<file path="config.mk">
export PLATFORM = sky130hd
export DESIGN_NAME = pbd_fifo
export DESIGN_NICKNAME = d
export VERILOG_FILES = /design/src/rtl/pbd_pkg.sv /design/src/rtl/pbd_fifo.sv
export SDC_FILE = /design/constraint.sdc
export NUM_CORES = 1
export LEC_CHECK = 0
export ABC_AREA = 1
export BUFFER_PORTS_ARGS = -buffer_cell sky130_fd_sc_hd__clkbuf_2
export CAP_MARGIN = 25
export CORE_ASPECT_RATIO = 1.4
export CORE_UTILIZATION = 56
export CTS_CLUSTER_DIAMETER = 150
export CTS_CLUSTER_SIZE = 25
export DETAILED_ROUTE_END_ITERATION = 10
export PLACE_DENSITY = 0.78
export SYNTH_ARGS = -nofsm -noshare
export SYNTH_HDL_FRONTEND = slang
export SYNTH_SLANG_ARGS = --single-unit
</file>
<file path="constraint.sdc">
create_clock -name clk_i -period 2.1 [get_ports clk_i]
set_input_delay 0.21 -clock clk_i [delete_from_list [all_inputs] [get_ports clk_i]]
set_output_delay 0.21 -clock clk_i [all_outputs]
set_load 0.02 [all_outputs]
</file>
<file path="src/rtl/pbd_pkg.sv">
package pbd_pkg;

  // Channel and sum widths
  localparam int unsigned NUM_CH   = 3;
  localparam int unsigned PIX_W    = 8;
  localparam int unsigned SUM_W    = 16;

  // Configuration port
  localparam int unsigned CFG_IDX_W  = 2;
  localparam int unsigned CFG_DATA_W = 13;
  localparam int unsigned DIM_W      = 13;
  localparam int unsigned ROW_W      = 12;
  localparam int unsigned FACTOR_W   = 5;
  localparam int unsigned AREA_W     = 2 * FACTOR_W;

  localparam int unsigned HEIGHT_LIMIT = 4096;

  localparam logic [DIM_W-1:0]    WIDTH_RST  = 13'd640;
  localparam logic [DIM_W-1:0]    HEIGHT_RST = 13'd480;
  localparam logic [FACTOR_W-1:0] FACTOR_RST = 5'd2;

  localparam logic COLOR_MONO = 1'b0;
  localparam logic COLOR_RGB  = 1'b1;

  // Reciprocal of the block area: floor(2^RECIP_SHIFT / area)
  localparam int unsigned RECIP_SHIFT = 16;
  localparam int unsigned RECIP_W     = RECIP_SHIFT + 1;
  localparam int unsigned DIVIDEND_W  = RECIP_W;
  localparam int unsigned DIV_CNT_W   = 5;

  localparam int unsigned QUEUE_DEPTH = 4;
  localparam int unsigned QPTR_W      = 2;
  localparam int unsigned QCNT_W      = 3;

  typedef enum logic [CFG_IDX_W-1:0] {
    REG_IMAGE_WIDTH  = 2'd0,
    REG_IMAGE_HEIGHT = 2'd1,
    REG_BIN_FACTOR   = 2'd2,
    REG_COLOR_MODE   = 2'd3
  } cfg_reg_e;

  typedef enum logic [2:0] {
    G_W_GO,
    G_W_WAIT,
    G_H_GO,
    G_H_WAIT,
    G_R_GO,
    G_R_WAIT,
    G_LIMIT,
    G_READY
  } geo_state_e;

  typedef enum logic [1:0] {
    B_IDLE,
    B_ACC,
    B_MUL,
    B_FIX
  } back_state_e;

  typedef struct packed {
    logic [NUM_CH-1:0][PIX_W-1:0] pix;
    logic                         fresh;
    logic                         block_end;
    logic                         eor;
    logic                         eof;
  } item_t;

  typedef struct packed {
    logic [AREA_W-1:0]  area;
    logic [RECIP_W-1:0] recip;
    logic               color_mode;
  } setup_t;

endpackage

</file>
<file path="src/rtl/pbd_fifo.sv">
module pbd_fifo #(
  parameter int unsigned DATA_W = 8
) (
  input  logic              clk_i,
  input  logic              rst_ni,
  input  logic              push_i,
  input  logic [DATA_W-1:0] push_data_i,
  input  logic              pop_i,
  output logic [DATA_W-1:0] pop_data_o,
  output logic              full_o,
  output logic              empty_o
);

  logic [DATA_W-1:0]          slot_q [pbd_pkg::QUEUE_DEPTH];
  logic [pbd_pkg::QPTR_W-1:0] wp_q, rp_q;
  logic [pbd_pkg::QCNT_W-1:0] cnt_q;
  logic                       do_push, do_pop;

  assign full_o  = cnt_q == pbd_pkg::QCNT_W'(pbd_pkg::QUEUE_DEPTH);
  assign empty_o = cnt_q == '0;
  assign do_push = push_i && !full_o;
  assign do_pop  = pop_i && !empty_o;

  always_ff @(posedge clk_i or negedge rst_ni) begin
    if (!rst_ni) begin
      wp_q  <= '0;
      rp_q  <= '0;
      cnt_q <= '0;
    end else begin
      if (do_push) wp_q <= wp_q + 1'b1;
      if (do_pop)  rp_q <= rp_q + 1'b1;
      if (do_push && !do_pop) begin
        cnt_q <= cnt_q + 1'b1;
      end else if (do_pop && !do_push) begin
        cnt_q <= cnt_q - 1'b1;
      end
    end
  end

  always_ff @(posedge clk_i) begin
    if (do_push) slot_q[wp_q] <= push_data_i;
  end

  assign pop_data_o = slot_q[rp_q];

endmodule

</file>
==> report_table.html <==
<table>
<tr><th>Metric</th><th>Value</th></tr>
<tr><th colspan="2">Global route</th></tr>
<tr><td>Total routing resource utilization after global routing</td><td>between 20% and 30%</td></tr>
<tr><td>Number of antenna violations at the first check in global routing</td><td>0</td></tr>
<tr><td>First-pass GRT wire length</td><td>4550 um</td></tr>
<tr><td>Via count of the first global-routing pass</td><td>1,111</td></tr>
<tr><td>Maximum number of pins on one net before global-route repair</td><td>34</td></tr>
<tr><td>GR Overflow Total</td><td>0</td></tr>
<tr><th colspan="2">Detailed routing</th></tr>
<tr><td>Vias per inst</td><td>5.20</td></tr>
<tr><td>Routed wirelength normalized by instance count</td><td>between 10 and 15 um</td></tr>
<tr><td>Via Count</td><td>1,144</td></tr>
<tr><td>Total wire length after detailed routing</td><td>around 2900 um</td></tr>
<tr><td>Iter 0 DRT Violations</td><td>35</td></tr>
<tr><td>DRC</td><td>0</td></tr>
<tr><td>Antenna-violating nets left</td><td>0</td></tr>
<tr><td>Number of search-and-repair iterations in the first detailed-routing pass</td><td>4</td></tr>
<tr><th colspan="2">Clock tree</th></tr>
<tr><td>Clock Sink Count</td><td>39</td></tr>
<tr><td>TritonCTS clock tree</td><td>done</td></tr>
<tr><td>Cell at the root of the clock tree</td><td>sky130_fd_sc_hd__clkbuf_8</td></tr>
<tr><td>Clock insertion delay at the later pin of the skew report</td><td>0.29 ns</td></tr>
<tr><td>Total clock buffers created by CTS</td><td>5</td></tr>
<tr><td>Clock-pin slew on the worst setup and hold paths</td><td>0.07 ns</td></tr>
<tr><td>Setup Fix Bufs, Post-CTS</td><td>0</td></tr>
<tr><td>Max clock buf depth</td><td>2</td></tr>
<tr><td>Deepest level of the CTS H-tree</td><td>2</td></tr>
<tr><th colspan="2">Final layout</th></tr>
<tr><td>Final antenna diode count</td><td>0</td></tr>
<tr><td>Storage cell area</td><td>1140 um^2</td></tr>
<tr><td>Multi-input gate area in the final layout</td><td>429 um^2</td></tr>
<tr><td>Layout Area Growth over Synthesis</td><td>13.1%</td></tr>
<tr><td>Post-route insts no fill</td><td>220</td></tr>
<tr><td>Post-route cell area</td><td>just under 2000 um^2</td></tr>
<tr><td>Count of filler cells inserted in the layout</td><td>224</td></tr>
<tr><td>Fraction of final layout cells sized beyond drive strength 1</td><td>a little under a fifth</td></tr>
<tr><td>Final standard cell utilization of the core</td><td>67.5%</td></tr>
<tr><td>Number of nets in the finished design</td><td>201</td></tr>
<tr><th colspan="2">Worst setup path</th></tr>
<tr><td>Arrival time at the worst endpoint</td><td>2.10 ns</td></tr>
<tr><td>CP Class</td><td>register to register</td></tr>
<tr><td>Maximum fanout along the worst path</td><td>5</td></tr>
<tr><td>Launch point of the worst reg-to-reg path</td><td>cnt_q[0]$_DFFE_PN0P_</td></tr>
<tr><td>Startpoint class of the critical path</td><td>register</td></tr>
<tr><td>Critical path endpoint category</td><td>register</td></tr>
<tr><td>Worst setup path startpoint</td><td>cnt_q[0]$_DFFE_PN0P_</td></tr>
<tr><td>Data required time at the worst endpoint</td><td>about 2.3 ns</td></tr>
<tr><th colspan="2">Timing</th></tr>
<tr><td>Unrepaired setup endpoints after global routing</td><td>no</td></tr>
<tr><td>Max-slew violation total from the final report</td><td>0</td></tr>
<tr><td>Slew margin rel.</td><td>between 60% and 70%</td></tr>
<tr><td>Final critical-path required period</td><td>1.92 ns</td></tr>
<tr><td>Final setup fails</td><td>0</td></tr>
<tr><td>Fin. Hold Viols</td><td>0</td></tr>
<tr><td>Max Fclk</td><td>521 MHz</td></tr>
<tr><td>Final critical-path share of the clock period</td><td>about nine tenths</td></tr>
<tr><td>Worst-Margin Slew</td><td>0.497 ns</td></tr>
<tr><td>Max Clock Skew</td><td>0.00314 ns</td></tr>
<tr><td>Setup TNS Final</td><td>0 ns</td></tr>
<tr><td>Hold slack</td><td>approximately 0.13 ns</td></tr>
<tr><th colspan="2">Floorplan</th></tr>
<tr><td>Placeable core region</td><td>approximately 2900 um^2</td></tr>
<tr><td>Height of the chip</td><td>slightly below 70 um</td></tr>
<tr><td>Initial core utilization</td><td>59.7%</td></tr>
<tr><td>Die area</td><td>between 3000 and 4000 um^2</td></tr>
<tr><td>Site Rows</td><td>23</td></tr>
<tr><td>Die width</td><td>49.0 um</td></tr>
<tr><td># IOs</td><td>22</td></tr>
<tr><th colspan="2">Synth</th></tr>
<tr><td>Largest cells by area after synthesis</td><td>sky130_fd_sc_hd__edfxtp_1, sky130_fd_sc_hd__dfrtp_1, sky130_fd_sc_hd__nand2_1</td></tr>
<tr><td>Top FF cell, synth</td><td>sky130_fd_sc_hd__edfxtp_1</td></tr>
<tr><td>Post-synth EDFFs</td><td>32</td></tr>
<tr><td>Count of state elements after synthesis</td><td>39</td></tr>
<tr><td>Netlist Area Pre-Place</td><td>1730 um^2</td></tr>
<tr><td>Post-Syn Nets</td><td>approximately 170</td></tr>
<tr><td>Largest area contributor in the synthesized netlist</td><td>sky130_fd_sc_hd__edfxtp_1</td></tr>
<tr><td>Fraction of registers with async set/reset</td><td>17.9%</td></tr>
<tr><td>Synth cell count leaders</td><td>sky130_fd_sc_hd__nand2_1, sky130_fd_sc_hd__edfxtp_1, sky130_fd_sc_hd__inv_1, sky130_fd_sc_hd__o211ai_1</td></tr>
<tr><td>Cells after synthesis</td><td>154</td></tr>
<tr><td>Top-count cell post-synth</td><td>sky130_fd_sc_hd__nand2_1</td></tr>
<tr><td>YS warnings</td><td>0</td></tr>
<tr><td>Share of the synthesized area in the top cell type</td><td>between 50% and 60%</td></tr>
<tr><td>Number of unique standard cell types used by synthesis</td><td>16</td></tr>
<tr><td>Avg Cell Area, Syn</td><td>11.3 um^2</td></tr>
<tr><td>Sequential element share of the synthesized area</td><td>between 60% and 70%</td></tr>
<tr><th colspan="2">Hold path</th></tr>
<tr><td>Min-delay src</td><td>push_data_i[2]</td></tr>
<tr><td>Class of the worst hold path</td><td>input pin to register</td></tr>
<tr><th colspan="2">Placed design</th></tr>
<tr><td>Total placed cells including tap cells</td><td>roughly 210</td></tr>
<tr><td>Detailed placement HPWL</td><td>1990 um</td></tr>
<tr><td>Weighted congestion at the end of routability-driven global placement</td><td>0.759</td></tr>
<tr><td>Cell Area, Placed</td><td>1870 um^2</td></tr>
<tr><td>Port Buf Inserts</td><td>21</td></tr>
<tr><th colspan="2">Run</th></tr>
<tr><td>Max Cap Violations</td><td>0</td></tr>
<tr><th colspan="2">Pwr</th></tr>
<tr><td>Pwr dens</td><td>1380 nW/um^2</td></tr>
<tr><td>Peak VDD IR</td><td>0.876 mV</td></tr>
<tr><td>Pleak</td><td>between 0.0009 and 0.001 uW</td></tr>
<tr><th colspan="2">Run status</th></tr>
<tr><td>Outcome</td><td>complete, no violations</td></tr>
</table>
power by group:
group	leakage, uW	internal (uW)	switching [uW]
clock network	0.0000414	220	230
logic	0.000493	367	737
registers	0.000378	1040	118
sequential cells by signal, summed over array words and instances (netlist names):
signal	count
rp_q	2
wp_q	2
cnt_q	3
slot_q	32
cells by family after synthesis:
logic type	count (synthesis)	share of synthesized area [%]
flip-flops	39	65.5
adder cells (fa/ha/maj)	6	4.76
AO/OA/AOI/OAI	17	7.22
XOR/XNOR	1	0.505
buffers and inverters	38	9.88
AND/OR/NAND/NOR	53	12.1
cell usage in the layout (no fill, tap or decap), drive strengths merged, types with 2 or more instances in the layout:
cell | netlist | layout
inv | 34 | 34
dfrtp | 7 | 7
o211ai | 16 | 16
clkbuf | 1 | 26
buf | 3 | 4
nor2 | 4 | 4
nand3 | 7 | 7
nand2 | 41 | 41
clkinv | 0 | 2
ha | 5 | 5
edfxtp | 32 | 32
critical path, stage by stage (launching register included):
cell and delay [ns]:
sky130_fd_sc_hd__dfrtp_1 0.42, sky130_fd_sc_hd__inv_1 0.11, sky130_fd_sc_hd__nand3_1 0.18, sky130_fd_sc_hd__nand2_1 0.17
sky130_fd_sc_hd__ha_1 0.19, sky130_fd_sc_hd__inv_1 0.06, sky130_fd_sc_hd__fa_1 0.38, sky130_fd_sc_hd__nand2_1 0.11
sky130_fd_sc_hd__nand3_1 0.09, sky130_fd_sc_hd__nand2_1 0.06, sky130_fd_sc_hd__nand2_1 0.04
timing repair:
item,4_1_cts,5_1_grt
hold endpoints to repair,7,0
resized for setup,0,1
hold buffers,1,0
setup endpoints to repair,0,1
per-stage QoR:
stage          total power, uW  setup WS, ns
6_report                  2710         0.181
5_1_grt                   2890        0.0287
4_1_cts                   2740         0.190
3_5_place_dp              2290         0.195
3_3_place_gp              2210         0.300
2_1_floorplan             1990         0.373
final cells by class:
class | instances | area share (%)
sequential | 39 | 57.9
multi-input combinational | 77 | 21.9
timing repair buffer | 26 | 7.40
inverter | 34 | 6.51
clock buffer | 5 | 3.51
tap | 37 | 2.36
clock inverter | 2 | 0.446
path summary, 6_finish.rpt:
kind                                               end  slack, ns  cells after the start
worst max-delay path              cnt_q[2]$_DFFE_PN0P_       0.18                     10
worst min register to register    cnt_q[2]$_DFFE_PN0P_       0.51                      2
min in group asynchronous         cnt_q[0]$_DFFE_PN0P_       0.29                      2
worst min-delay path            slot_q[1][2]$_DFFE_PP_       0.13                      1
worst max register to register    cnt_q[2]$_DFFE_PN0P_       0.18                     10
max in group asynchronous          rp_q[1]$_DFFE_PN0P_       1.64                      2
routing by layer:
metal	vias up	share of wire, %	global-route usage, %
li1	559	-	-
met1	545	38	19.6
met2	30	55	36.5
met3	10	3.7	3.78
met4	0	3.0	17.3
met5	-	0	0
No activity file was read; power rests on OpenSTA's default activity.
