<file path="src/rtl/pbd_pkg.sv">
package pbd_pkg;

  // Channel and sum widths
  localparam int unsigned NUM_CH   = 3;
  localparam int unsigned PIX_W    = 8;
  localparam int unsigned SUM_W    = 16;

  // Configuration port
  localparam int unsigned CFG_IDX_W  = 2;
  localparam int unsigned CFG_DATA_W = 13;
  localparam int unsigned DIM_W      = 13;
  localparam int unsigned ROW_W      = 12;
  localparam int unsigned FACTOR_W   = 5;
  localparam int unsigned AREA_W     = 2 * FACTOR_W;

  localparam int unsigned HEIGHT_LIMIT = 4096;

  localparam logic [DIM_W-1:0]    WIDTH_RST  = 13'd640;
  localparam logic [DIM_W-1:0]    HEIGHT_RST = 13'd480;
  localparam logic [FACTOR_W-1:0] FACTOR_RST = 5'd2;

  localparam logic COLOR_MONO = 1'b0;
  localparam logic COLOR_RGB  = 1'b1;

  // Reciprocal of the block area: floor(2^RECIP_SHIFT / area)
  localparam int unsigned RECIP_SHIFT = 16;
  localparam int unsigned RECIP_W     = RECIP_SHIFT + 1;
  localparam int unsigned DIVIDEND_W  = RECIP_W;
  localparam int unsigned DIV_CNT_W   = 5;

  localparam int unsigned QUEUE_DEPTH = 4;
  localparam int unsigned QPTR_W      = 2;
  localparam int unsigned QCNT_W      = 3;

  typedef enum logic [CFG_IDX_W-1:0] {
    REG_IMAGE_WIDTH  = 2'd0,
    REG_IMAGE_HEIGHT = 2'd1,
    REG_BIN_FACTOR   = 2'd2,
    REG_COLOR_MODE   = 2'd3
  } cfg_reg_e;

  typedef enum logic [2:0] {
    G_W_GO,
    G_W_WAIT,
    G_H_GO,
    G_H_WAIT,
    G_R_GO,
    G_R_WAIT,
    G_LIMIT,
    G_READY
  } geo_state_e;

  typedef enum logic [1:0] {
    B_IDLE,
    B_ACC,
    B_MUL,
    B_FIX
  } back_state_e;

  typedef struct packed {
    logic [NUM_CH-1:0][PIX_W-1:0] pix;
    logic                         fresh;
    logic                         block_end;
    logic                         eor;
    logic                         eof;
  } item_t;

  typedef struct packed {
    logic [AREA_W-1:0]  area;
    logic [RECIP_W-1:0] recip;
    logic               color_mode;
  } setup_t;

endpackage

</file>
<file path="src/rtl/pbd_div.sv">
module pbd_div (
  input  logic                                clk_i,
  input  logic                                rst_ni,
  input  logic                                start_i,
  input  logic [pbd_pkg::DIVIDEND_W-1:0]      dividend_i,
  input  logic [pbd_pkg::AREA_W-1:0]          divisor_i,
  output logic                                done_o,
  output logic [pbd_pkg::DIVIDEND_W-1:0]      quotient_o
);

  logic [pbd_pkg::AREA_W-1:0]     rem_q;
  logic [pbd_pkg::DIVIDEND_W-1:0] quo_q;
  logic [pbd_pkg::AREA_W-1:0]     den_q;
  logic [pbd_pkg::DIV_CNT_W-1:0]  cnt_q;
  logic                           busy_q;
  logic                           done_q;
  logic [pbd_pkg::AREA_W:0]       trial;
  logic                           fits;

  // One quotient bit a cycle, restoring
  assign trial = {rem_q, quo_q[pbd_pkg::DIVIDEND_W-1]};
  assign fits  = trial >= {1'b0, den_q};

  always_ff @(posedge clk_i or negedge rst_ni) begin
    if (!rst_ni) begin
      busy_q <= 1'b0;
      done_q <= 1'b0;
      cnt_q  <= '0;
    end else if (start_i) begin
      busy_q <= 1'b1;
      done_q <= 1'b0;
      cnt_q  <= pbd_pkg::DIV_CNT_W'(pbd_pkg::DIVIDEND_W);
    end else if (busy_q) begin
      cnt_q  <= cnt_q - 1'b1;
      busy_q <= cnt_q != pbd_pkg::DIV_CNT_W'(1);
      done_q <= cnt_q == pbd_pkg::DIV_CNT_W'(1);
    end else begin
      done_q <= 1'b0;
    end
  end

  always_ff @(posedge clk_i) begin
    if (start_i) begin
      rem_q <= '0;
      quo_q <= dividend_i;
      den_q <= divisor_i;
    end else if (busy_q) begin
      rem_q <= fits ? pbd_pkg::AREA_W'(trial - {1'b0, den_q})
                    : trial[pbd_pkg::AREA_W-1:0];
      quo_q <= {quo_q[pbd_pkg::DIVIDEND_W-2:0], fits};
    end
  end

  assign done_o     = done_q;
  assign quotient_o = quo_q;

endmodule

</file>
<file path="src/rtl/pbd_front.sv">
module pbd_front #(
  parameter int unsigned MAX_WIDTH = 4096,
  parameter int unsigned MAX_BIN   = 16,
  localparam int unsigned ADDR_W   = $clog2(MAX_WIDTH)
) (
  input  logic                                            clk_i,
  input  logic                                            rst_ni,
  input  logic                                            cfg_valid_i,
  input  logic [pbd_pkg::CFG_IDX_W-1:0]                   cfg_index_i,
  input  logic [pbd_pkg::CFG_DATA_W-1:0]                  cfg_data_i,
  input  logic                                            in_valid_i,
  output logic                                            in_stall_o,
  input  logic [pbd_pkg::NUM_CH-1:0][pbd_pkg::PIX_W-1:0]  pix_i,
  output logic                                            push_o,
  output pbd_pkg::item_t                                  push_item_o,
  output logic [ADDR_W-1:0]                               push_addr_o,
  input  logic                                            full_i,
  output pbd_pkg::setup_t                                 setup_o
);

  localparam int unsigned OC_W = $clog2(MAX_WIDTH + 1);
  localparam int unsigned WMAX = (MAX_WIDTH < 8191) ? MAX_WIDTH : 8191;
  localparam int unsigned FMAX = (MAX_BIN < 31) ? MAX_BIN : 31;

  logic [pbd_pkg::DIM_W-1:0]    cfg_w_q, cfg_h_q;
  logic [pbd_pkg::FACTOR_W-1:0] cfg_f_q;
  logic                         cfg_mode_q;

  logic [pbd_pkg::DIM_W-1:0]    w_eff, h_eff;
  logic [pbd_pkg::FACTOR_W-1:0] f_eff;
  logic [pbd_pkg::AREA_W-1:0]   area_c;

  pbd_pkg::geo_state_e state_q, state_d;

  logic                             div_start, div_done;
  logic [pbd_pkg::DIVIDEND_W-1:0]   div_dividend, div_quotient;
  logic [pbd_pkg::AREA_W-1:0]       div_divisor;

  logic [pbd_pkg::DIM_W-1:0]    out_w_q, out_h_q, row_limit_q;
  logic [pbd_pkg::AREA_W-1:0]   area_q;
  logic [pbd_pkg::RECIP_W-1:0]  recip_q;

  logic [pbd_pkg::DIM_W-1:0]    pc_q;
  logic [pbd_pkg::ROW_W-1:0]    pr_q;
  logic [pbd_pkg::FACTOR_W-1:0] cib_q, rib_q;
  logic [OC_W-1:0]              oc_q;

  logic accept, row_end, frame_end, in_range, last_col;
  logic [pbd_pkg::DIM_W-1:0]    w_m1, h_m1, pr_ext;
  logic [pbd_pkg::FACTOR_W-1:0] f_m1;

  // Configuration registers
  always_ff @(posedge clk_i or negedge rst_ni) begin
    if (!rst_ni) begin
      cfg_w_q    <= pbd_pkg::WIDTH_RST;
      cfg_h_q    <= pbd_pkg::HEIGHT_RST;
      cfg_f_q    <= pbd_pkg::FACTOR_RST;
      cfg_mode_q <= pbd_pkg::COLOR_RGB;
    end else if (cfg_valid_i) begin
      unique case (pbd_pkg::cfg_reg_e'(cfg_index_i))
        pbd_pkg::REG_IMAGE_WIDTH:  cfg_w_q    <= cfg_data_i[pbd_pkg::DIM_W-1:0];
        pbd_pkg::REG_IMAGE_HEIGHT: cfg_h_q    <= cfg_data_i[pbd_pkg::DIM_W-1:0];
        pbd_pkg::REG_BIN_FACTOR:   cfg_f_q    <= cfg_data_i[pbd_pkg::FACTOR_W-1:0];
        pbd_pkg::REG_COLOR_MODE:   cfg_mode_q <= cfg_data_i[0];
        default: ;
      endcase
    end
  end

  // Clamp the registers to their working range
  always_comb begin
    if (cfg_w_q == '0) begin
      w_eff = pbd_pkg::DIM_W'(1);
    end else if (int'(cfg_w_q) > int'(WMAX)) begin
      w_eff = pbd_pkg::DIM_W'(WMAX);
    end else begin
      w_eff = cfg_w_q;
    end
    if (cfg_h_q == '0) begin
      h_eff = pbd_pkg::DIM_W'(1);
    end else if (int'(cfg_h_q) > int'(pbd_pkg::HEIGHT_LIMIT)) begin
      h_eff = pbd_pkg::DIM_W'(pbd_pkg::HEIGHT_LIMIT);
    end else begin
      h_eff = cfg_h_q;
    end
    if (cfg_f_q == '0) begin
      f_eff = pbd_pkg::FACTOR_W'(1);
    end else if (int'(cfg_f_q) > int'(FMAX)) begin
      f_eff = pbd_pkg::FACTOR_W'(FMAX);
    end else begin
      f_eff = cfg_f_q;
    end
  end

  assign area_c = {{pbd_pkg::FACTOR_W{1'b0}}, f_eff} * {{pbd_pkg::FACTOR_W{1'b0}}, f_eff};

  pbd_div u_div (
    .clk_i      (clk_i),
    .rst_ni     (rst_ni),
    .start_i    (div_start),
    .dividend_i (div_dividend),
    .divisor_i  (div_divisor),
    .done_o     (div_done),
    .quotient_o (div_quotient)
  );

  // Geometry sequencer: output width, output height, area reciprocal, row limit
  always_ff @(posedge clk_i or negedge rst_ni) begin
    if (!rst_ni) begin
      state_q <= pbd_pkg::G_W_GO;
    end else begin
      state_q <= state_d;
    end
  end

  always_comb begin
    state_d      = state_q;
    div_start    = 1'b0;
    div_dividend = pbd_pkg::DIVIDEND_W'(w_eff);
    div_divisor  = pbd_pkg::AREA_W'(f_eff);
    unique case (state_q)
      pbd_pkg::G_W_GO: begin
        div_start = 1'b1;
        state_d   = pbd_pkg::G_W_WAIT;
      end
      pbd_pkg::G_W_WAIT: begin
        if (div_done) state_d = pbd_pkg::G_H_GO;
      end
      pbd_pkg::G_H_GO: begin
        div_start    = 1'b1;
        div_dividend = pbd_pkg::DIVIDEND_W'(h_eff);
        state_d      = pbd_pkg::G_H_WAIT;
      end
      pbd_pkg::G_H_WAIT: begin
        if (div_done) state_d = pbd_pkg::G_R_GO;
      end
      pbd_pkg::G_R_GO: begin
        div_start    = 1'b1;
        div_dividend = pbd_pkg::DIVIDEND_W'(1) << pbd_pkg::RECIP_SHIFT;
        div_divisor  = area_c;
        state_d      = pbd_pkg::G_R_WAIT;
      end
      pbd_pkg::G_R_WAIT: begin
        if (div_done) state_d = pbd_pkg::G_LIMIT;
      end
      pbd_pkg::G_LIMIT: state_d = pbd_pkg::G_READY;
      pbd_pkg::G_READY: ;
      default: state_d = pbd_pkg::G_W_GO;
    endcase
    // Any register write restarts the derivation
    if (cfg_valid_i) state_d = pbd_pkg::G_W_GO;
  end

  always_ff @(posedge clk_i) begin
    if (state_q == pbd_pkg::G_W_WAIT && div_done) begin
      out_w_q <= div_quotient[pbd_pkg::DIM_W-1:0];
    end
    if (state_q == pbd_pkg::G_H_WAIT && div_done) begin
      out_h_q <= div_quotient[pbd_pkg::DIM_W-1:0];
    end
    if (state_q == pbd_pkg::G_R_GO) begin
      area_q <= area_c;
    end
    if (state_q == pbd_pkg::G_R_WAIT && div_done) begin
      recip_q <= div_quotient;
    end
    if (state_q == pbd_pkg::G_LIMIT) begin
      row_limit_q <= pbd_pkg::DIM_W'(out_h_q * f_eff);
    end
  end

  // Classify the pixel at the current raster position
  assign in_stall_o = (state_q != pbd_pkg::G_READY) || full_i;
  assign accept     = in_valid_i && !in_stall_o;

  assign w_m1   = w_eff - 1'b1;
  assign h_m1   = h_eff - 1'b1;
  assign f_m1   = f_eff - 1'b1;
  assign pr_ext = pbd_pkg::DIM_W'(pr_q);

  assign row_end   = pc_q >= w_m1;
  assign frame_end = row_end && (pr_ext >= h_m1);
  assign in_range  = (int'(oc_q) < int'(out_w_q)) && (int'(oc_q) < int'(MAX_WIDTH)) &&
                     (pr_ext < row_limit_q);
  assign last_col  = int'(oc_q) == int'(out_w_q) - 1;

  always_comb begin
    push_item_o.pix       = pix_i;
    push_item_o.fresh     = (rib_q == '0) && (cib_q == '0);
    push_item_o.block_end = (rib_q >= f_m1) && (cib_q >= f_m1);
    push_item_o.eor       = last_col;
    push_item_o.eof       = last_col && (pr_ext >= row_limit_q - pbd_pkg::DIM_W'(f_eff));
  end

  assign push_o      = accept && in_range;
  assign push_addr_o = oc_q[ADDR_W-1:0];

  // Raster and block counters
  always_ff @(posedge clk_i or negedge rst_ni) begin
    if (!rst_ni) begin
      pc_q  <= '0;
      pr_q  <= '0;
      cib_q <= '0;
      rib_q <= '0;
      oc_q  <= '0;
    end else if (accept) begin
      if (row_end) begin
        pc_q  <= '0;
        cib_q <= '0;
        oc_q  <= '0;
        if (frame_end) begin
          pr_q  <= '0;
          rib_q <= '0;
        end else begin
          pr_q  <= pr_q + 1'b1;
          rib_q <= (rib_q >= f_m1) ? '0 : rib_q + 1'b1;
        end
      end else begin
        pc_q <= pc_q + 1'b1;
        if (cib_q >= f_m1) begin
          cib_q <= '0;
          if (int'(oc_q) < int'(MAX_WIDTH)) oc_q <= oc_q + 1'b1;
        end else begin
          cib_q <= cib_q + 1'b1;
        end
      end
    end
  end

  always_comb begin
    setup_o.area       = area_q;
    setup_o.recip      = recip_q;
    setup_o.color_mode = cfg_mode_q;
  end

endmodule

</file>
<file path="config.mk">
export PLATFORM = sky130hd
export DESIGN_NAME = pbd_front
export DESIGN_NICKNAME = d
export VERILOG_FILES = /design/src/rtl/pbd_pkg.sv /design/src/rtl/pbd_div.sv /design/src/rtl/pbd_front.sv
export SDC_FILE = /design/constraint.sdc
export NUM_CORES = 1
export LEC_CHECK = 0
export BUFFER_PORTS_ARGS = -buffer_cell sky130_fd_sc_hd__buf_2
export CAP_MARGIN = 20
export CORE_MARGIN = 10
export CORE_UTILIZATION = 50
export DETAILED_ROUTE_END_ITERATION = 8
export GPL_TIMING_DRIVEN = 0
export PLACE_DENSITY = 0.8
export RECOVER_POWER = 50
export SLEW_MARGIN = 0
export SYNTH_ARGS = -nofsm -noshare
export SYNTH_HDL_FRONTEND = slang
export SYNTH_HIERARCHICAL = 1
export SYNTH_SLANG_ARGS = --single-unit
</file>
<file path="constraint.sdc">
create_clock -name clk_i -period 6.3 [get_ports clk_i]
set_input_delay 0 -clock clk_i [delete_from_list [all_inputs] [get_ports clk_i]]
set_output_delay 0 -clock clk_i [all_outputs]
set_load 0.02 [all_outputs]
</file>
==> run summary, run 1 <==
### Synthesis
- **Distinct cells, synth** 75
- **Yosys warning total** 6
- **sequential element share of the synthesized area** 0.390
- **top cell type by total area after synthesis** sky130_fd_sc_hd__edfxtp_1
- **per-instance average area after synthesis** 9.90 µm²
- **Netlist Area Pre-Place** 0.0134 mm²
- **portion of synthesized cell area occupied by the leading cell type** 0.206
- **leading cell types by total area after synthesis** sky130_fd_sc_hd__edfxtp_1, sky130_fd_sc_hd__dfrtp_1, sky130_fd_sc_hd__ha_1
- **most used standard cells in the synthesized netlist** sky130_fd_sc_hd__ha_1, sky130_fd_sc_hd__nand2_1, sky130_fd_sc_hd__inv_1
- **number of synthesized register bits** 192
- **fraction of registers with async set or reset after synthesis** 0.469
- **ys flop type** sky130_fd_sc_hd__edfxtp_1
- **post-synthesis instance total** 1354
- **cell with the most instances after synthesis** sky130_fd_sc_hd__ha_1
- **Post-synth EDFFs** 92

### Setup path
- **Required @ worst endpoint** 6.60 ns
- **Critical Path End Type** register
- **Worst setup SP type** register
- **Worst Path Max Fanout** 10
- **Worst Path Arrival** 5.75 ns
- **type of the setup path with the least slack** register to register

### Clock tree
- **sink count of the clock tree** 192
- **TritonCTS clock tree** done
- **number of buffers on the longest clock path** 2
- **latest clock arrival within the worst-skew pair** 0.44 ns
- **clock transition time at the flip-flop clock pins of the worst setup and hold paths** 0.07 ns
- **Root Buffer** sky130_fd_sc_hd__clkbuf_16
- **Gates resized, CTS repair** 0
- **Num CTS Buffers** 17
- **H-tree lvl count** 4

### Drt
- **Avg WL per Cell** 18.6 µm
- **number of nets with antenna violations after routing** 0
- **initial detailed-routing violation count** 724
- **detail-routed via count per cell** 5.72
- **routed via count** 10500
- **Pre-Repair DR Iteration Count** 5
- **Remaining DRCs** 0
- **total detailed-routing wirelength** 34200 µm

### Die
- **IO Pins** 114
- **Die W** 184 µm
- **Core Rows** 59
- **die extent in y** 184 µm
- **core region area** 0.0262 mm²
- **Die Outline Area** 0.0338 mm²
- **Initial Utilization** 0.512

### Global routing
- **pin count of the biggest net entering global routing** 51
- **total grt overflow** 0
- **Overall Global Routing Usage** 0.204
- **first-pass GRT wire length** 55500 µm
- **antenna violations before repair** 0
- **vias in the first global route** 10500

### Placed design
- **final weighted congestion of routability-driven global placement** 0.943
- **placed wire-length estimate** 26400 µm
- **Port Buffer Count** 88

### Layout
- **share of final-layout standard cells stronger than drive strength 1** 0.120
- **ant diodes** 0
- **Layout Nets** 1690
- **signed area change from the synthesized netlist to the final layout** 12.0%
- **Fillers** 2190

### Timing
- **count of final setup violators** 0
- **final number of hold-violating endpoints** 0
- **slew margin rel.** -0.888
- **RSZ-0062 raised after global routing** false
- **max-slew violation count** 93
- **Final min period** 5.45 ns
- **highest clock frequency the design can meet** 184 MHz
- **final critical-path share of the clock period** 0.864
- **Setup TNS** 0 ns
- **Slew @ Worst Pin** 2.83 ns
- **final clock skew** 0.0141 ns

### Status
- **result of the run** finished, violations left
- **failing checks** max-capacitance violations, max-slew violations

### Pwr
- **standby leakage power** 0.00657 µW
- **worst voltage drop across the vdd grid** 0.000186 V
- **power density over cell area** 284 mW/mm²
- **final total power** 4270 µW

### Hold path
- **Worst Hold Class** input port to register

### Flow run
- **number of max-cap violations** 2

per-layer routing:
layer  up-vias  routed length, µm  track usage
met2       354              16600        0.345
met1      5073              14600        0.259
li1       5010                  -            -
met3        64               2060       0.0338
met4         0                955       0.0688
met5         -                  0            0
logic make-up (layout without fill, tap and decap cells):
kind of cell	after synthesis	count (layout)	share of synthesized area
adder cells (fa/ha/maj)	157	157	0.164
flip-flops	192	192	0.390
buffers and inverters	184	327	0.0653
multiplexers	50	50	0.0416
other	2	7	0.000560
AND/OR/NAND/NOR	445	445	0.171
XOR/XNOR	72	72	0.0470
AO/OA/AOI/OAI	252	252	0.121
cell usage in the layout, fill, tap and decap left out, types with 12 or more instances in the layout:
| cell | count |
|---|---|
| sky130_fd_sc_hd__nand3_1 | 33 |
| sky130_fd_sc_hd__o31ai_1 | 12 |
| sky130_fd_sc_hd__nand2b_1 | 22 |
| sky130_fd_sc_hd__xor2_1 | 23 |
| sky130_fd_sc_hd__and3_1 | 14 |
| sky130_fd_sc_hd__o21ai_1 | 34 |
| sky130_fd_sc_hd__nor3_1 | 33 |
| sky130_fd_sc_hd__xnor2_1 | 49 |
| sky130_fd_sc_hd__a211oi_1 | 17 |
| sky130_fd_sc_hd__and2_1 | 38 |
| sky130_fd_sc_hd__dfrtp_1 | 82 |
| sky130_fd_sc_hd__mux2_2 | 46 |
| sky130_fd_sc_hd__dlygate4sd3_1 | 17 |
| sky130_fd_sc_hd__nand2_1 | 114 |
| sky130_fd_sc_hd__buf_2 | 33 |
| sky130_fd_sc_hd__buf_4 | 35 |
| sky130_fd_sc_hd__clkbuf_1 | 90 |
| sky130_fd_sc_hd__nor2_1 | 92 |
| sky130_fd_sc_hd__clkbuf_16 | 17 |
| sky130_fd_sc_hd__o21ai_0 | 36 |
| sky130_fd_sc_hd__fa_1 | 31 |
| sky130_fd_sc_hd__ha_1 | 126 |
| sky130_fd_sc_hd__nor2b_1 | 27 |
| sky130_fd_sc_hd__a21oi_1 | 54 |
| sky130_fd_sc_hd__inv_1 | 107 |
| sky130_fd_sc_hd__a21o_1 | 21 |
| sky130_fd_sc_hd__edfxtp_1 | 92 |
where the power goes:
group,leakage [µW],total (µW),internal (µW),switching [µW]
registers,0.00209,1740,1530,206
logic,0.00421,1430,630,802
clock network,0.000275,1100,594,502
total,0.00657,4270,2760,1510
critical path, stage by stage, from the launching register on:
cell	delay (ns)
sky130_fd_sc_hd__dfrtp_1	0.36
sky130_fd_sc_hd__buf_2	0.19
sky130_fd_sc_hd__or4_4	0.56
sky130_fd_sc_hd__nor4_2	0.28
sky130_fd_sc_hd__nand2b_1	0.14
sky130_fd_sc_hd__a21o_1	0.28
sky130_fd_sc_hd__ha_1	0.23
sky130_fd_sc_hd__clkbuf_1	0.23
sky130_fd_sc_hd__a311oi_1	0.27
sky130_fd_sc_hd__a21oi_1	0.08
sky130_fd_sc_hd__ha_1	0.33
sky130_fd_sc_hd__nand2_1	0.08
sky130_fd_sc_hd__nor3_1	0.19
sky130_fd_sc_hd__a221oi_1	0.10
sky130_fd_sc_hd__o21ai_1	0.59
sky130_fd_sc_hd__and2_1	0.30
sky130_fd_sc_hd__clkbuf_1	0.46
sky130_fd_sc_hd__clkbuf_1	0.52
sky130_fd_sc_hd__nor2_1	0.11
area by class of cell:
class,instances,area [µm²],share of cell area
Clock inverter,13,150,0.0100
Sequential cell,192,5230,0.348
Tap cell,335,419,0.0279
Inverter,108,405,0.0270
Multi-Input combinational cell,983,7320,0.488
Clock buffer,19,433,0.0288
Buffer,76,470,0.0313
Timing Repair Buffer,111,583,0.0388
worst paths after layout:
kind,to,from,depth (start not counted),slack [ns]
setup / recovery,pc_q[10],cfg_w_q[3],18,0.85
hold / removal,pc_q[11],in_valid_i,5,0.21
setup reg to reg,pc_q[10],cfg_w_q[3],18,0.85
hold reg to reg,recip_q[15],u_div/quotient_o[15],0,0.46
max in group asynchronous,pr_q[6],rst_ni,3,2.04
min in group asynchronous,pc_q[7],rst_ni,2,0.72
flip-flops by register name, indices dropped and copies added (netlist names), 9 cells and up:
register	count
u_div/quotient_o	17
row_limit_q	13
pr_q	12
recip_q	17
pc_q	13
u_div/den_q	10
cfg_w_q	13
cfg_h_q	13
out_w_q	13
u_div/rem_q	10
area_q	9
oc_q	13
out_h_q	13
stage by stage:
step           cell area, µm²  hold WS (ns)  setup WS [ns]  cells  utilization
2_1_floorplan           13400        -0.296           1.93   1359            -
6_report                15000         0.215          0.854   1837        0.573
4_1_cts                 15100        0.0998          0.921   1835        0.576
3_3_place_gp            14300         0.223           1.10   1782        0.545
5_1_grt                 15000         0.242          0.302   1837        0.573
3_5_place_dp            14300        0.0138          0.997   1786        0.548
timing repair:
| action | 4_1_cts | 5_1_grt |
|---|---|---|
| hold buffers | 17 | 0 |
| endpoints found under the hold margin | 120 | 0 |
| buffers inserted | 0 | 0 |
Note: power is estimated with default switching activity, not from simulation.
==> run 2, diff against run 1 <==
- clock period: 6.3 -> 5.85 ns (I/O delays scaled with it)
==> run 2 against run 1 <==
The flow still finishes with violations (max-capacitance violations, max-slew violations). Flip-flop and latch count is the same. Setup slack lost 0.26 ns. Worst hold slack got worse by 0.0053 ns. Fmax is 3.7% higher. Core utilization about the same. First-iteration DRC count is 4.3% higher. Sequential share of layout area about the same. Combinational power up 8%. Count of clock-buffer cells in the layout did not move. Critical path type unchanged. Largest power group unchanged.
==> run summary, run 2 (synthesized netlist as in run 1, its figures left out) <==
### Timing
- **RSZ-0062 raised after global routing** false
- **Worst Slack Setup Final** 0.598 ns
- **max-slew violation count** 93
- **final critical-path share of the clock period** 0.898
- **Setup TNS** 0 ns
- **Final min period** 5.25 ns
- **slew margin rel.** -0.891
- **final clock skew** 0.0137 ns
- **count of final setup violators** 0
- **Slew @ Worst Pin** 2.84 ns
- **final number of hold-violating endpoints** 0
- **highest clock frequency the design can meet** 190 MHz

### Layout
- **commonest non-fill, non-tap cell in the layout** sky130_fd_sc_hd__ha_1
- **share of final-layout standard cells stronger than drive strength 1** 0.121
- **most used cells in the layout excluding fill and tap cells** sky130_fd_sc_hd__ha_1, sky130_fd_sc_hd__nand2_1, sky130_fd_sc_hd__inv_1
- **Layout Nets** 1690
- **signed area change from the synthesized netlist to the final layout** 12.0%
- **ant diodes** 0

### Pwr
- **standby leakage power** 0.00658 µW
- **power density over cell area** 306 mW/mm²
- **reported net switching power** 1630 µW
- **combinational share of power** 0.336
- **Sw Ratio** 0.354
- **internal power** 2970 µW
- **share of total power in the clock network** 0.256
- **portion of total power attributed to sequential cells** 0.408
- **worst voltage drop across the vdd grid** 0.000200 V

### Drt
- **routed via count** 10500
- **Pre-Repair DR Iteration Count** 5
- **detail-routed via count per cell** 5.74
- **total detailed-routing wirelength** 34300 µm
- **initial detailed-routing violation count** 755
- **Avg WL per Cell** 18.7 µm
- **Remaining DRCs** 0
- **number of nets with antenna violations after routing** 0

### Hold path
- **Worst Hold Class** input port to register

### Global routing
- **antenna violations before repair** 0
- **vias in the first global route** 10500
- **first-pass GRT wire length** 55500 µm
- **Overall Global Routing Usage** 0.204
- **total grt overflow** 0
- **pin count of the biggest net entering global routing** 51

### Placed design
- **Port Buffer Count** 88
- **placed wire-length estimate** 26400 µm
- **setup slack after placement** 0.547 ns
- **final weighted congestion of routability-driven global placement** 0.943

### Flow run
- **number of max-cap violations** 2

### Clock tree
- **number of buffers on the longest clock path** 2
- **TritonCTS clock tree** done
- **Root Buffer** sky130_fd_sc_hd__clkbuf_16
- **Num CTS Buffers** 17
- **sink count of the clock tree** 192
- **clock transition time at the flip-flop clock pins of the worst setup and hold paths** 0.07 ns
- **latest clock arrival within the worst-skew pair** 0.44 ns
- **Post-CTS Setup Inserts** 0
- **H-tree lvl count** 4

### Setup path
- **worst stage delay on the critical path** 0.56 ns
- **Worst Path Max Fanout** 10
- **Worst Path Arrival** 5.56 ns
- **cell type with the highest occurrence count on the critical path** sky130_fd_sc_hd__clkbuf_1
- **buffers and inverters on the worst path** 4
- **type of the setup path with the least slack** register to register
- **slowest cell on the critical path** sky130_fd_sc_hd__or4_4
- **Critical Path End Type** register
- **list of cells traversed by the critical path** buf_2 -> or4_4 -> nor4_2 -> nand2b_1 -> a21o_1 -> ha_1 -> clkbuf_1 -> a311oi_1 -> a21oi_1 -> ha_1 -> nand2_1 -> nor3_1 -> a221oi_1 -> o21ai_2 -> and2_1 -> clkbuf_1 -> clkbuf_1 -> nor2_1
- **Required @ worst endpoint** 6.15 ns
- **Worst setup SP type** register
- **Top delay family on crit path** simple AND/OR/NAND/NOR gates

### Die
- **core region area** 0.0262 mm²
- **IO Pins** 114
- **Core Rows** 59
- **Die W** 184 µm
- **Initial Utilization** 0.512
- **Die Outline Area** 0.0338 mm²
- **die extent in y** 184 µm

### Status
- **failing checks** max-capacitance violations, max-slew violations
- **result of the run** finished, violations left

-- run 2: worst paths after layout --
| path | startpoint | end | slack (ns) | cells after the start |
|---|---|---|---|---|
| setup / recovery | cfg_w_q[3] | pc_q[10] | 0.60 | 18 |
| hold / removal | in_valid_i | pc_q[11] | 0.21 | 5 |
| setup reg to reg | cfg_w_q[3] | pc_q[10] | 0.60 | 18 |
| hold reg to reg | u_div/quotient_o[15] | recip_q[15] | 0.46 | 0 |
| max in group asynchronous | rst_ni | pr_q[6] | 1.60 | 3 |
| min in group asynchronous | rst_ni | pc_q[7] | 0.71 | 2 |
-- run 2: per-layer routing --
layer / wire length (µm) / track usage
met5: 0 / 0
met4: 968 / 0.0688
met3: 2160 / 0.0338
met2: 16700 / 0.345
met1: 14500 / 0.259
-- run 2: area by class of cell --
cell class | instances | area [µm²]
Inverter | 108 | 405
Clock buffer | 19 | 433
Buffer | 76 | 472
Clock inverter | 13 | 150
Fill cell | 2190 | 11200
Timing Repair Buffer | 111 | 583
Multi-Input combinational cell | 983 | 7330
Sequential cell | 192 | 5230
Tap cell | 335 | 419
-- run 2: tightest hold or removal path: stages --
cell and delay [ns]:
sky130_fd_sc_hd__buf_2 0.10, sky130_fd_sc_hd__nand2_1 0.18, sky130_fd_sc_hd__nor4_1 0.12, sky130_fd_sc_hd__xnor2_1 0.16
sky130_fd_sc_hd__nor2_1 0.04
-- run 2: what timing repair did --
item,4_1_cts,5_1_grt
hold buffers,17,0
endpoints found under the setup margin,0,11
endpoints found under the hold margin,120,0
resized for setup,0,3
-- run 2: through the flow --
stage          total power, µW   util  cell area (µm²)  hold WS, ns  cells
2_1_floorplan             2950      -            13400       -0.296   1359
3_3_place_gp              3340  0.545            14300        0.223   1782
3_5_place_dp              3410  0.548            14300       0.0138   1786
4_1_cts                   4600  0.576            15100       0.0998   1835
5_1_grt                   4860  0.573            15000        0.242   1837
6_report                  4600  0.573            15000        0.209   1837
-- run 2: power by group through the flow --
stage | clock [µW] | sequential [µW] | combinational [µW]
2_1_floorplan | 0 | 1780 | 1180
3_3_place_gp | 0 | 1890 | 1450
3_5_place_dp | 0 | 1900 | 1510
4_1_cts | 1190 | 1870 | 1540
5_1_grt | 1240 | 1890 | 1730
6_report | 1180 | 1880 | 1540
